===== src/hw/rtl/ddslpd_pkg.sv =====
// Shared types, constants and helpers for the straight-line PD heading block.
// Holds the word formats, register codes, controller states and the command
// and status groups that join the controller to the datapath. No dependencies.
`default_nettype none

package ddslpd_pkg;

   // Sizes
   localparam int WINDOW_MAX_DEF = 8;
   localparam int DATA_W         = 32;
   localparam int LEN_W          = 4;
   localparam int LEN_MIN        = 2;
   localparam int CSR_IDX_W      = 3;
   localparam int DIV_W          = 48;
   localparam int DIV_CNT_W      = $clog2(DIV_W);
   localparam int SAT_W          = 50;

   // Register reset values
   localparam logic signed [31:0] FWD_SPEED_RST = 32'sd65536;
   localparam logic signed [31:0] TURN_RATE_RST = 32'sd0;
   localparam logic [30:0]        BODY_WIDTH_RST = 31'd327680;
   localparam logic signed [31:0] GAIN_P_RST    = 32'sd65536;
   localparam logic signed [31:0] GAIN_D_RST    = 32'sd65536;
   localparam logic [30:0]        LIMIT_RST     = 31'd65536;
   localparam logic               USE_OFF_RST   = 1'b1;
   localparam logic [LEN_W-1:0]   WIN_LEN_RST   = 4'd5;

   // Saturation bounds
   localparam logic signed [31:0] S32_MAX = 32'sh7fff_ffff;
   localparam logic signed [31:0] S32_MIN = 32'sh8000_0000;

   // Register indexes
   typedef enum logic [CSR_IDX_W-1:0] {
      CSR_FORWARD_SPEED  = 3'd0,
      CSR_TURNING_RATE   = 3'd1,
      CSR_BODY_WIDTH     = 3'd2,
      CSR_GAIN_P         = 3'd3,
      CSR_GAIN_D         = 3'd4,
      CSR_SPEED_LIMIT    = 3'd5,
      CSR_USE_OFFSET     = 3'd6,
      CSR_WINDOW_LENGTH  = 3'd7
   } csr_index_type;

   // Input word
   typedef struct packed {
      logic signed [31:0] left_dist;
      logic signed [31:0] right_dist;
      logic [31:0]        stamp;
   } req_type;

   // Result word
   typedef struct packed {
      logic signed [31:0] left_command;
      logic signed [31:0] right_command;
      logic               correcting;
      logic               zero_span;
   } rsp_type;

   // Controller states
   typedef enum logic [3:0] {
      ST_IDLE,
      ST_SELECT,
      ST_DIFF,
      ST_DIV_LOAD,
      ST_DIV_RUN,
      ST_RATE,
      ST_MUL_P,
      ST_MUL_D,
      ST_CL_OUT,
      ST_OL_OUT
   } ctrl_state_type;

   // Controller to datapath
   typedef struct packed {
      logic capture;
      logic select;
      logic diff;
      logic div_start;
      logic rate;
      logic mul_p;
      logic mul_d;
      logic load_cl;
      logic load_ol;
   } cmd_type;

   // Datapath to controller
   typedef struct packed {
      logic full;
      logic span_zero;
      logic div_done;
      logic out_free;
   } status_type;

   // Clamp a wide signed value into 32-bit signed range
   function automatic logic signed [31:0] sat32_f(input logic signed [SAT_W-1:0] v);
      logic signed [SAT_W-1:0] hi;
      logic signed [SAT_W-1:0] lo;
      hi = SAT_W'(S32_MAX);
      lo = SAT_W'(S32_MIN);
      if (v > hi) begin
         return S32_MAX;
      end else if (v < lo) begin
         return S32_MIN;
      end else begin
         return 32'(v);
      end
   endfunction

endpackage

`default_nettype wire


===== src/hw/rtl/ddslpd_ctrl.sv =====
// Controller: sequences one word through capture, window read and, on the
// closed-loop path, division and multiplies, then result load. Depends on ddslpd_pkg.
`default_nettype none

module ddslpd_ctrl
   import ddslpd_pkg::*;
(
   input  wire logic        clock,
   input  wire logic        reset,
   input  wire logic        req_valid,
   output logic             req_stall,
   input  wire status_type  status,
   output cmd_type          cmd
);

   ctrl_state_type state_ff, state_in;

   // Next state
   always_comb begin
      state_in = state_ff;
      unique case (state_ff)
         ST_IDLE:     if (req_valid) state_in = ST_SELECT;
         ST_SELECT:   state_in = status.full ? ST_DIFF : ST_OL_OUT;
         ST_DIFF:     state_in = ST_DIV_LOAD;
         ST_DIV_LOAD: state_in = status.span_zero ? ST_RATE : ST_DIV_RUN;
         ST_DIV_RUN:  if (status.div_done) state_in = ST_RATE;
         ST_RATE:     state_in = ST_MUL_P;
         ST_MUL_P:    state_in = ST_MUL_D;
         ST_MUL_D:    state_in = ST_CL_OUT;
         ST_CL_OUT:   if (status.out_free) state_in = ST_IDLE;
         ST_OL_OUT:   if (status.out_free) state_in = ST_IDLE;
         default:     state_in = ST_IDLE;
      endcase
   end

   always_ff @(posedge clock) begin
      if (reset) begin
         state_ff <= ST_IDLE;
      end else begin
         state_ff <= state_in;
      end
   end

   // Commands
   always_comb begin
      cmd       = '0;
      req_stall = 1'b1;
      unique case (state_ff)
         ST_IDLE: begin
            req_stall   = reset;
            cmd.capture = req_valid && !reset;
         end
         ST_SELECT:   cmd.select    = 1'b1;
         ST_DIFF:     cmd.diff      = 1'b1;
         ST_DIV_LOAD: cmd.div_start = 1'b1;
         ST_DIV_RUN:  ;
         ST_RATE:     cmd.rate      = 1'b1;
         ST_MUL_P:    cmd.mul_p     = 1'b1;
         ST_MUL_D:    cmd.mul_d     = 1'b1;
         ST_CL_OUT:   cmd.load_cl   = status.out_free;
         ST_OL_OUT:   cmd.load_ol   = status.out_free;
         default:     ;
      endcase
   end

endmodule

`default_nettype wire


===== config.mk =====
export PLATFORM = sky130hd
export DESIGN_NAME = ddslpd_ctrl
export DESIGN_NICKNAME = d
export VERILOG_FILES = /design/src/hw/rtl/ddslpd_pkg.sv /design/src/hw/rtl/ddslpd_ctrl.sv
export SDC_FILE = /design/constraint.sdc
export NUM_CORES = 1
export LEC_CHECK = 0
export ABC_CLOCK_PERIOD_IN_PS = 1600
export BUFFER_PORTS_ARGS = -buffer_cell sky130_fd_sc_hd__buf_2
export CAP_MARGIN = 20
export CORE_AREA = 4 4 41 43
export CTS_CLUSTER_SIZE = 24
export DETAILED_ROUTE_END_ITERATION = 16
export DIE_AREA = 0 0 45 47
export GPL_TIMING_DRIVEN = 0
export PLACE_DENSITY = 0.52
export SYNTH_ARGS = -nofsm -noshare
export SYNTH_HDL_FRONTEND = slang
export SYNTH_SLANG_ARGS = --single-unit

===== constraint.sdc =====
create_clock -name clock -period 1.6 [get_ports clock]
set_clock_uncertainty 0.2 [all_clocks]
set_input_delay 0.16 -clock clock [delete_from_list [all_inputs] [get_ports clock]]
set_output_delay 0.16 -clock clock [all_outputs]
set_load 0.02 [all_outputs]

* Word-level counts from Yosys, hierarchy flattened *
Index checks and enable logic that the tools add are counted.

storage, ports and cells
  word-level logic and storage cells = 34
  flip-flop bits (word level) = 4

cells by class
  multiplexer cells = 16
  reductions and logical operators = 5
  eq/ne operators = 12

operators with widths
  operator                                              number
  one-hot mux 4 bit (9 select lines)                    1
  equality test 4 x 3 -> 1 bit (second input constant)  4
  2-to-1 mux 4 bit                                      4
  2-to-1 mux 1 bit                                      11
  equality test 4 x 2 -> 1 bit (second input constant)  2
  equality test 4 bit (second input constant)           2
  equality test 4 x 1 -> 1 bit (second input constant)  1
  logical NOT 4 bit                                     1
  != test 2 bit (second input constant)                 2
  AND reduction 3 bit                                   1
  != test 2 x 1 -> 1 bit (second input constant)        1
  OR reduction 2 bit                                    1
  logical AND 1 bit                                     1
  logical NOT 1 bit                                     1

* Logic depth before layout (Yosys ltp) *
Gate-level depths: netlist of the first run.

  depth after elaboration = 4
  gate-level depth with buffers = 4
  mapped depth without buffers = 3

* Worst setup path after synthesis of the first run *
Ideal clock, no wire load.

  path type = flip-flop to output port
  from = register state_ff[3]
  to = output port cmd[4] (netlist name)
  cell stages (with the launch flop) = 3
  setup slack = 0.217 ns
  required time = 1.240 ns
  buffers on the path = 0
  arrival = 1.023 ns
  path through = dfxtp_1 -> nand2b_1 -> nor3b_1

RTL lines
  item                    RTL line           text
  from (decl)             ddslpd_ctrl.sv:16  ctrl_state_type state_ff, state_in;
  from (signal assigned)  ddslpd_ctrl.sv:40  state_ff <= state_in;
  to (decl)               ddslpd_ctrl.sv:13  output cmd_type cmd

==> results of run 1 <==
[through the flow]
step           instances  area (um2)   TNS (ns)
6_report              89       609.3          0
5_1_grt               89       609.3   -0.01715
4_1_cts               83       521.8  -0.007406
3_5_place_dp          77       457.9          0
3_3_place_gp          77       457.9          0
2_1_floorplan         46       359.1          0
[layer usage]
layer / vias up / wire length (um) / GRT usage
met1: 194 / 427 / 0.1347
met2: 14 / 512 / 0.1751
met5: - / 0 / 0
met4: 0 / 0 / 0.01754
met3: 0 / 83 / 0.06897
li1: 217 / - / -
[what timing repair did]
| action | in CTS | in global routing |
|---|---|---|
| setup endpoints to repair | 2 | 8 |
| pin swaps | 0 | 2 |
| buffers inserted | 2 | 6 |
| hold endpoints to repair | 3 | 0 |
| hold buffers | 1 | 0 |
| gates resized for setup | 4 | 13 |
[placed cells by master, fill, tap and decap left out, types with 2 or more instances in the layout]
cell	synthesis	final
buf_2	1	10
buf_4	0	13
buf_6	3	5
clkbuf_4	0	3
dfxtp_1	4	2
dfxtp_2	0	2
inv_1	2	2
nand2_1	3	3
nand3_1	2	2
nor2_1	6	5
nor2b_1	3	3
nor3_1	6	3
nor3_2	0	2
nor3b_1	2	2
o21ai_0	2	2
[worst max-delay path: stages (launching register included)]
cell	delay, ns
dfxtp_2	0.32
buf_6	0.13
nor3_4	0.20
and3_1	0.19
buf_6	0.12
[power by group through the flow]
stage	Combinational, mW	Clock (mW)	Sequential, mW
global route	0.211	0.144	0.125
detailed placement	0.147	0	0.119
floorplan	0.110	0	0.117
CTS	0.163	0.133	0.119
global placement	0.147	0	0.120
finish	0.193	0.126	0.123
[how the worst max path moves through the flow]
stage	slack [ns]	cells after the start	to	from
after global routing	-0.008	5	cmd[6]	state_ff[1]
final	0.05	4	cmd[8]	state_ff[1]
after CTS	-0.007	5	cmd[2]	state_ff[1]
after global placement	0.15	4	cmd[8]	state_ff[1]
after detailed placement	0.16	4	cmd[8]	state_ff[1]
after floorplan	0.22	2	cmd[4]	state_ff[3]
[kinds of logic after synthesis]
group | synth area share
and+or+nand+nor | 0.4042
AOI/OAI and AO/OA | 0.1463
buffers and inverters | 0.1289
DFF | 0.2230
muxes | 0.07316
xor gates and xnor gates | 0.02439
[area by class of cell]
class | instances | area [um2] | share of cell area
Timing Repair Buffer | 25 | 168.9 | 0.2772
Multi-Input combinational cell | 36 | 264.0 | 0.4333
Clock buffer | 3 | 22.52 | 0.03696
Inverter | 2 | 7.507 | 0.01232
Sequential cell | 4 | 82.58 | 0.1355
Tap cell | 15 | 18.77 | 0.03080
Buffer | 4 | 45.04 | 0.07392
==> reports/metrics.cfg, run 1 <==
[die]
die_h_um=47
die_area_um2=2115
initial_utilization=0.2760
die_w_um=45
ios=17
rows=13
coreArea_um2=1301

[detailed_routing]
first_iter_violations=10
dr.pass1.iters=4
drt_wl_total_um=1023
drc=0
ant_nets=0
viasPerCell=4.775
dr_total_vias=425
wl_per_cell_um=11.49

[timing]
slew_violations=0
worst_hold_slack_ns=0.03229
finalHoldViolCount=0
slew_headroom=0.8071
rsz0062_at_grt=yes
setup_viol_count_final=0
final.period_utilization=0.9711
tightest_slew_ns=0.2869
fmax_ghz=0.6436
finalWorstSetupSlack_ns=0.04623
fin_crit_ns=1.554

[finish]
drive_above_1_share=0.5811
finish.utilization=0.4683
largest-register=state_ff
largest_reg_flops=4
top_regs=state_ff (4)
area_growth_pct=69.69
fillCellCount=136
nNetsFinal=83
diodes=0

[logic_synthesis]
ys_warn_count=0
yosysSeqAreaShare=0.2230
syn-cell-area_um2=359.1
async_reset_ff_frac=0
synth.avg_cell_area_um2=7.806
yosysUniqueCellTypes=22
synth_edf_count=0
synthTopCellsByCount=nor2_1 (6), nor3_1 (6), dfxtp_1 (4)
synth_area_leader_cell=dfxtp_1
synthTopCellsByArea=dfxtp_1 (22%), buf_6 (9.4%), nor3_1 (8.4%)
syn-num-nets=53
synth_top_flop_cell=dfxtp_1
synth_top_cell_area_share=0.2230
ys_ff_latch=4
netlist_instances=46

[global_route]
grt_max_degree=11
grt_pass1_wl_um=1656
grt-ovfl-total=0
grt_antenna_before_repair=0
grt_pass1_vias=367
gr-usage-all-layers=0.1123

[pwr]
p_leak_nw=0.2909
seq_power_share=0.279
swShare=0.3425
p_sw_mw=0.1517
peakVddDrop_mv=0.4863
cellPowerDensity_nw_per_um2=726.7
clkPwrFrac=0.285
p_total_mw=0.4428
combPwrFrac=0.437
p_int_mw=0.2912

[setup_path]
worst-path-max-fanout=7
reg2reg_depth=5
reg2reg_to=state_ff[3]
rrSetupSlack_ns=0.13
end_kind=output pin
arrival_ns=1.19
required_ns=1.24
reg2reg_from=state_ff[2]
path_class=reg -> out
cp-start-kind=register

[run]
max_cap_violations=0

[clock_tree]
numClockSinks=4
cts.path.max_buffers=2
cts_tree=yes
clock_latency_ns=0.24
cts_root_buffer=clkbuf_4
cts_buffers=3
cts_max_level=1
clk_pin_slew_ns=0.04

[hold_path]
hold_start=reset
holdPathStages=4
hp-class=in -> reg
whs_endpoint=state_ff[0]

[placed_design]
pre_cts_slack_ns=0.1568
gp_congestion=0.7242
numPortBuffers=16
dp_hpwl_um=625.8

[run_status]
status=completed

Power figures use the tool's default switching activity.
==> run 2, diff against run 1 <==
--- a/config.mk
+++ b/config.mk
@@ -5,7 +5,7 @@
 export SDC_FILE = /design/constraint.sdc
 export NUM_CORES = 1
 export LEC_CHECK = 0
-export ABC_CLOCK_PERIOD_IN_PS = 1600
+export ABC_CLOCK_PERIOD_IN_PS = 1900
 export BUFFER_PORTS_ARGS = -buffer_cell sky130_fd_sc_hd__buf_2
 export CAP_MARGIN = 20
 export CORE_AREA = 4 4 41 43
==> constraint.sdc (replaced) <==
create_clock -name clock -period 1.9 [get_ports clock]
set_clock_uncertainty 0.2 [all_clocks]
set_input_delay 0.19 -clock clock [delete_from_list [all_inputs] [get_ports clock]]
set_output_delay 0.19 -clock clock [all_outputs]
set_load 0.02 [all_outputs]
==> reports/metrics.cfg, run 2 (same netlist as run 1, synthesis figures left out) <==
[die]
die_w_um=45  ; unchanged
ios=17  ; unchanged
coreArea_um2=1301  ; unchanged
rows=13  ; unchanged
die_area_um2=2115  ; unchanged
initial_utilization=0.2760  ; unchanged
die_h_um=47  ; unchanged

[timing]
fin_setup_tns_ns=0  ; unchanged
slew_headroom=0.8374  ; +0.03029
slew_violations=0  ; unchanged
fin_crit_ns=1.749
rsz0062_at_grt=no
tightest_slew_ns=0.2419  ; -0.04505 ns
finalHoldViolCount=0  ; unchanged
final.period_utilization=0.9208
fmax_ghz=0.5716
setup_viol_count_final=0  ; unchanged

[placed_design]
dp_hpwl_um=625.8  ; unchanged
placed_cell_area_um2=457.9  ; unchanged
gp_congestion=0.7242  ; unchanged
numPortBuffers=16  ; unchanged

[finish]
diodes=0  ; unchanged
area_growth_pct=37.98
layout_commonest_cell=buf_2
multi_input_area_um2=237.7  ; -10%
largest_reg_flops=4  ; unchanged
layout_common_cells=buf_2 (17), nor2_1 (6), nor3_1 (5)
regArea_um2=80.08  ; -3.0%
nNetsFinal=75  ; -9.6%
drive_above_1_share=0.4394  ; -0.1417
finalInstanceArea_um2=495.5  ; -19%
top_regs=state_ff (4)
fillCellCount=151  ; +11%
largest-register=state_ff

[clock_tree]
cts_tree=yes
cts.path.max_buffers=2  ; unchanged
clk_pin_slew_ns=0.04  ; about the same
clock_latency_ns=0.24  ; about the same
cts_buffers=3  ; unchanged
cts_root_buffer=clkbuf_4
cts_max_level=1  ; unchanged
cts_setup_buffers=0  ; -2
numClockSinks=4  ; unchanged

[setup_path]
crit_chain=dlygate4sd3_1 > buf_2 > nor3_2 > and3_1 > buf_2
end_kind=output pin
cp-start-kind=input pin
worst-path-max-fanout=5  ; -2
critPathSlowestCell=dlygate4sd3_1
crit_path_frequent_cell=buf_2
required_ns=1.51  ; +0.27 ns
path_buf_inv=3  ; +1
path_delay_family=buffers and inverters
critPathMaxStageDelay_ns=0.53  ; +0.21 ns
path_class=in -> out
arrival_ns=1.36  ; +0.17 ns

[global_route]
gr-usage-all-layers=0.1020  ; -0.01037
grt_pass1_wl_um=1524  ; -8.0%
grt_pass1_vias=338  ; -7.9%
grt_max_degree=11  ; unchanged
grt_antenna_before_repair=0  ; unchanged
grt-ovfl-total=0  ; unchanged

[detailed_routing]
ant_nets=0  ; unchanged
wl_per_cell_um=10.74  ; -6.6%
dr_total_vias=380  ; -11%
drc=0  ; unchanged
dr.pass1.iters=4  ; unchanged
drt_wl_total_um=870  ; -15%
first_iter_violations=11  ; +1
viasPerCell=4.691  ; -1.8%

[hold_path]
hp-class=in -> reg

[run_status]
status=completed

[run]
max_cap_violations=0  ; unchanged

[pwr]
cellPowerDensity_nw_per_um2=671.1  ; -7.7%
peakVddDrop_mv=0.3977  ; -18%
p_leak_nw=0.2379  ; -18%
p_total_mw=0.3325  ; -25%

run 2: worst paths after layout:
| kind | start | to | slack, ns | depth (start not counted) |
|---|---|---|---|---|
| max | reset | cmd[8] | 0.15 | 5 |
| min | status[0] | state_ff[0] | 0.07 | 4 |
| max reg2reg | state_ff[2] | state_ff[0] | 0.54 | 4 |
| min reg2reg | state_ff[3] | state_ff[1] | 0.40 | 2 |
run 2: what timing repair did:
action                                  4_1_cts  5_1_grt
endpoints found under the hold margin         3        0
gates resized for setup                       0        1
endpoints found under the setup margin        0        1
hold buffers                                  1        0
run 2: through the flow:
step	instances	hold slack [ns]	util	worst slack, ns
floorplan	46	0.05465	-	0.4873
global placement	77	0.2266	0.3519	0.4241
detailed placement	77	0.2261	0.3519	0.4268
CTS	81	0.06704	0.3769	0.04762
global route	81	0.1187	0.3808	0.09349
finish	81	0.07360	0.3808	0.1505
run 2: worst min-delay path, stage by stage:
cell	delay [ns]
buf_2	0.09
nor2b_1	0.05
nand3_1	0.08
o21ai_1	0.06
run 2: area by class of cell:
type / instances / share of cell area
Multi-Input combinational cell: 36 / 0.4798
Timing Repair Buffer: 17 / 0.1818
Sequential cell: 4 / 0.1616
Buffer: 4 / 0.07828
Clock buffer: 3 / 0.04545
Tap cell: 15 / 0.03788
Inverter: 2 / 0.01515
run 2: where the power goes:
part           internal, mW  switching, mW  total, mW
registers            0.0923        0.00708     0.0994
clock network        0.0707         0.0357      0.106
logic                0.0542         0.0724      0.127
total                 0.217          0.115      0.332
run 2: metal layers:
| layer | vias up | part of all wire | GRT usage |
|---|---|---|---|
| met5 | - | 0 | 0 |
| met3 | 0 | 0.087 | 0.06897 |
| met2 | 11 | 0.44 | 0.1299 |
| li1 | 203 | - | - |
| met4 | 0 | 0 | 0.01754 |
| met1 | 166 | 0.47 | 0.1412 |
==> run 3, diff against run 2 <==
--- a/config.mk
+++ b/config.mk
@@ -8,10 +8,10 @@
 export ABC_CLOCK_PERIOD_IN_PS = 1900
 export BUFFER_PORTS_ARGS = -buffer_cell sky130_fd_sc_hd__buf_2
 export CAP_MARGIN = 20
-export CORE_AREA = 4 4 41 43
+export CORE_AREA = 3 3 40 42
 export CTS_CLUSTER_SIZE = 24
 export DETAILED_ROUTE_END_ITERATION = 16
-export DIE_AREA = 0 0 45 47
+export DIE_AREA = 0 0 43 45
 export GPL_TIMING_DRIVEN = 0
 export PLACE_DENSITY = 0.52
 export SYNTH_ARGS = -nofsm -noshare
==> reports/metrics.cfg, run 3 (same netlist as run 1, synthesis figures left out) <==
[finish]
stdcell_count=81  ; unchanged
layout_commonest_cell=buf_2
largest_reg_flops=4  ; unchanged
largest-register=state_ff
nNetsFinal=75  ; unchanged
drive_above_1_share=0.4242  ; -0.01515
layout_common_cells=buf_2 (17), nor3_1 (6), nor2_1 (6)
diodes=0  ; unchanged
area_growth_pct=36.59
top_regs=state_ff (4)

[timing]
finalHoldViolCount=0  ; unchanged
final.period_utilization=0.9797  ; +0.05890
slew_violations=0  ; unchanged
fmax_ghz=0.5372  ; -6.0%
rsz0062_at_grt=no
tightest_slew_ns=0.2942  ; +0.05233 ns
slew_headroom=0.8024  ; -0.03505
setup_viol_count_final=0  ; unchanged
fin_setup_tns_ns=0  ; unchanged
fin_crit_ns=1.861  ; +0.1119 ns

[global_route]
busiest_layer=met2
gr-usage-all-layers=0.1007  ; -0.001227
gr-usage-met1=0.1349  ; -0.006290
grt_antenna_before_repair=0  ; unchanged
grt-ovfl-total=0  ; unchanged
grt_util_met2=0.1407  ; +0.01078
grt_pass1_wl_um=1400  ; -8.1%
grtUsageMet3=0.07171  ; +0.002748
grt_max_degree=11  ; unchanged
grt_pass1_vias=319  ; -5.6%

[pwr]
cellPowerDensity_nw_per_um2=676.2  ; +0.77%
p_leak_nw=0.2353  ; -1.1%
p_total_mw=0.3317  ; -0.25%
peakVddDrop_mv=0.5513  ; +39%

[run]
max_cap_violations=0  ; unchanged

[clock_tree]
cts.path.max_buffers=2  ; unchanged
cts_max_level=1  ; unchanged
cts_setup_buffers=0  ; unchanged
clock_latency_ns=0.24  ; about the same
cts_root_buffer=clkbuf_4
cts_buffers=3  ; unchanged
clk_pin_slew_ns=0.03  ; about the same
postCtsHoldBufs=1  ; unchanged
cts_resized=0  ; unchanged
numClockSinks=4  ; unchanged
cts_tree=yes

[detailed_routing]
viasPerCell=4.753  ; +1.3%
wl_per_cell_um=11.11  ; +3.4%
drc=0  ; unchanged
dr.pass1.iters=2  ; -2
dr_total_vias=385  ; +1.3%
ant_nets=0  ; unchanged
drt_wl_total_um=900  ; +3.4%
first_iter_violations=4  ; -7

[hold_path]
holdPathStages=4  ; unchanged
whs_endpoint=state_ff[0]
hp-class=in -> reg
hold_start=status[0]

[die]
die_w_um=43  ; -4.4%
initial_utilization=0.2795  ; +0.003493
coreArea_um2=1285  ; -1.3%
ios=17  ; unchanged
die_h_um=45  ; -4.3%
rows=13  ; unchanged
die_area_um2=1935  ; -8.5%

[setup_path]
crit_chain=dlygate4sd3_1 > buf_2 > nor3_1 > and3_1 > buf_2
path_buf_inv=3  ; unchanged
reg2reg_from=state_ff[2]
cp-start-kind=input pin
path_delay_family=buffers and inverters
reg2reg_depth=4  ; unchanged
critPathSlowestCell=dlygate4sd3_1
arrival_ns=1.47  ; +0.11 ns
required_ns=1.51  ; about the same
rrSetupSlack_ns=0.50  ; -0.04 ns
worst-path-max-fanout=5  ; unchanged
crit_path_frequent_cell=buf_2
critPathMaxStageDelay_ns=0.52  ; about the same
end_kind=output pin
path_class=in -> out
reg2reg_to=state_ff[0]

[placed_design]
gp_congestion=0.6907  ; -4.6%
numPortBuffers=16  ; unchanged
dp.cells=77  ; unchanged
dp_hpwl_um=656.8  ; +5.0%

[run_status]
status=completed

[run 3: changes by cell type in the layout (fill, tap and decap cells not counted)]
cell / change
nor3_1: +1
nor3_2: -1
[run 3: report_power, final]
part	internal, mW	switching, mW
registers	0.0923	0.00708
logic	0.0536	0.0734
clock network	0.0706	0.0346
total	0.217	0.115
[run 3: worst max-delay path by stage]
stage	startpoint	to	slack, ns	cells after the start
global placement	state_ff[1]	cmd[8]	0.42	4
global route	reset	cmd[8]	0.009	5
finish	reset	cmd[8]	0.04	5
detailed placement	state_ff[1]	cmd[8]	0.41	4
CTS	reset	cmd[8]	0.04	5
floorplan	state_ff[3]	cmd[4]	0.49	2
[run 3: metrics by stage]
step	hold slack (ns)	setup WS (ns)	instance area, um2	utilization
4_1_cts	0.06781	0.04402	490.5	0.3817
2_1_floorplan	0.05465	0.4873	359.1	-
3_3_place_gp	0.2290	0.4226	457.9	0.3564
5_1_grt	0.09905	0.008835	490.5	0.3817
6_report	0.07986	0.03860	490.5	0.3817
3_5_place_dp	0.2287	0.4115	457.9	0.3564
[run 3: worst reg2reg max path, cell delays in order (launching register included)]
cell and delay (ns):
dfxtp_1 0.31, buf_6 0.14, mux2_4 0.32, o41ai_2 0.22, o21ai_1 0.08
[run 3: cell type report]
class / instances / area (um2)
Fill cell: 140 / 794.5
Buffer: 4 / 38.79
Sequential cell: 4 / 80.08
Tap cell: 15 / 18.77
Inverter: 2 / 7.507
Multi-Input combinational cell: 36 / 232.7
Clock buffer: 3 / 22.52
Timing Repair Buffer: 17 / 90.09
[run 3: per-layer routing]
metal	routed length, um	vias to the layer above
met4	0	0
met2	401	13
met5	0	-
met3	75	0
met1	422	170
li1	-	202
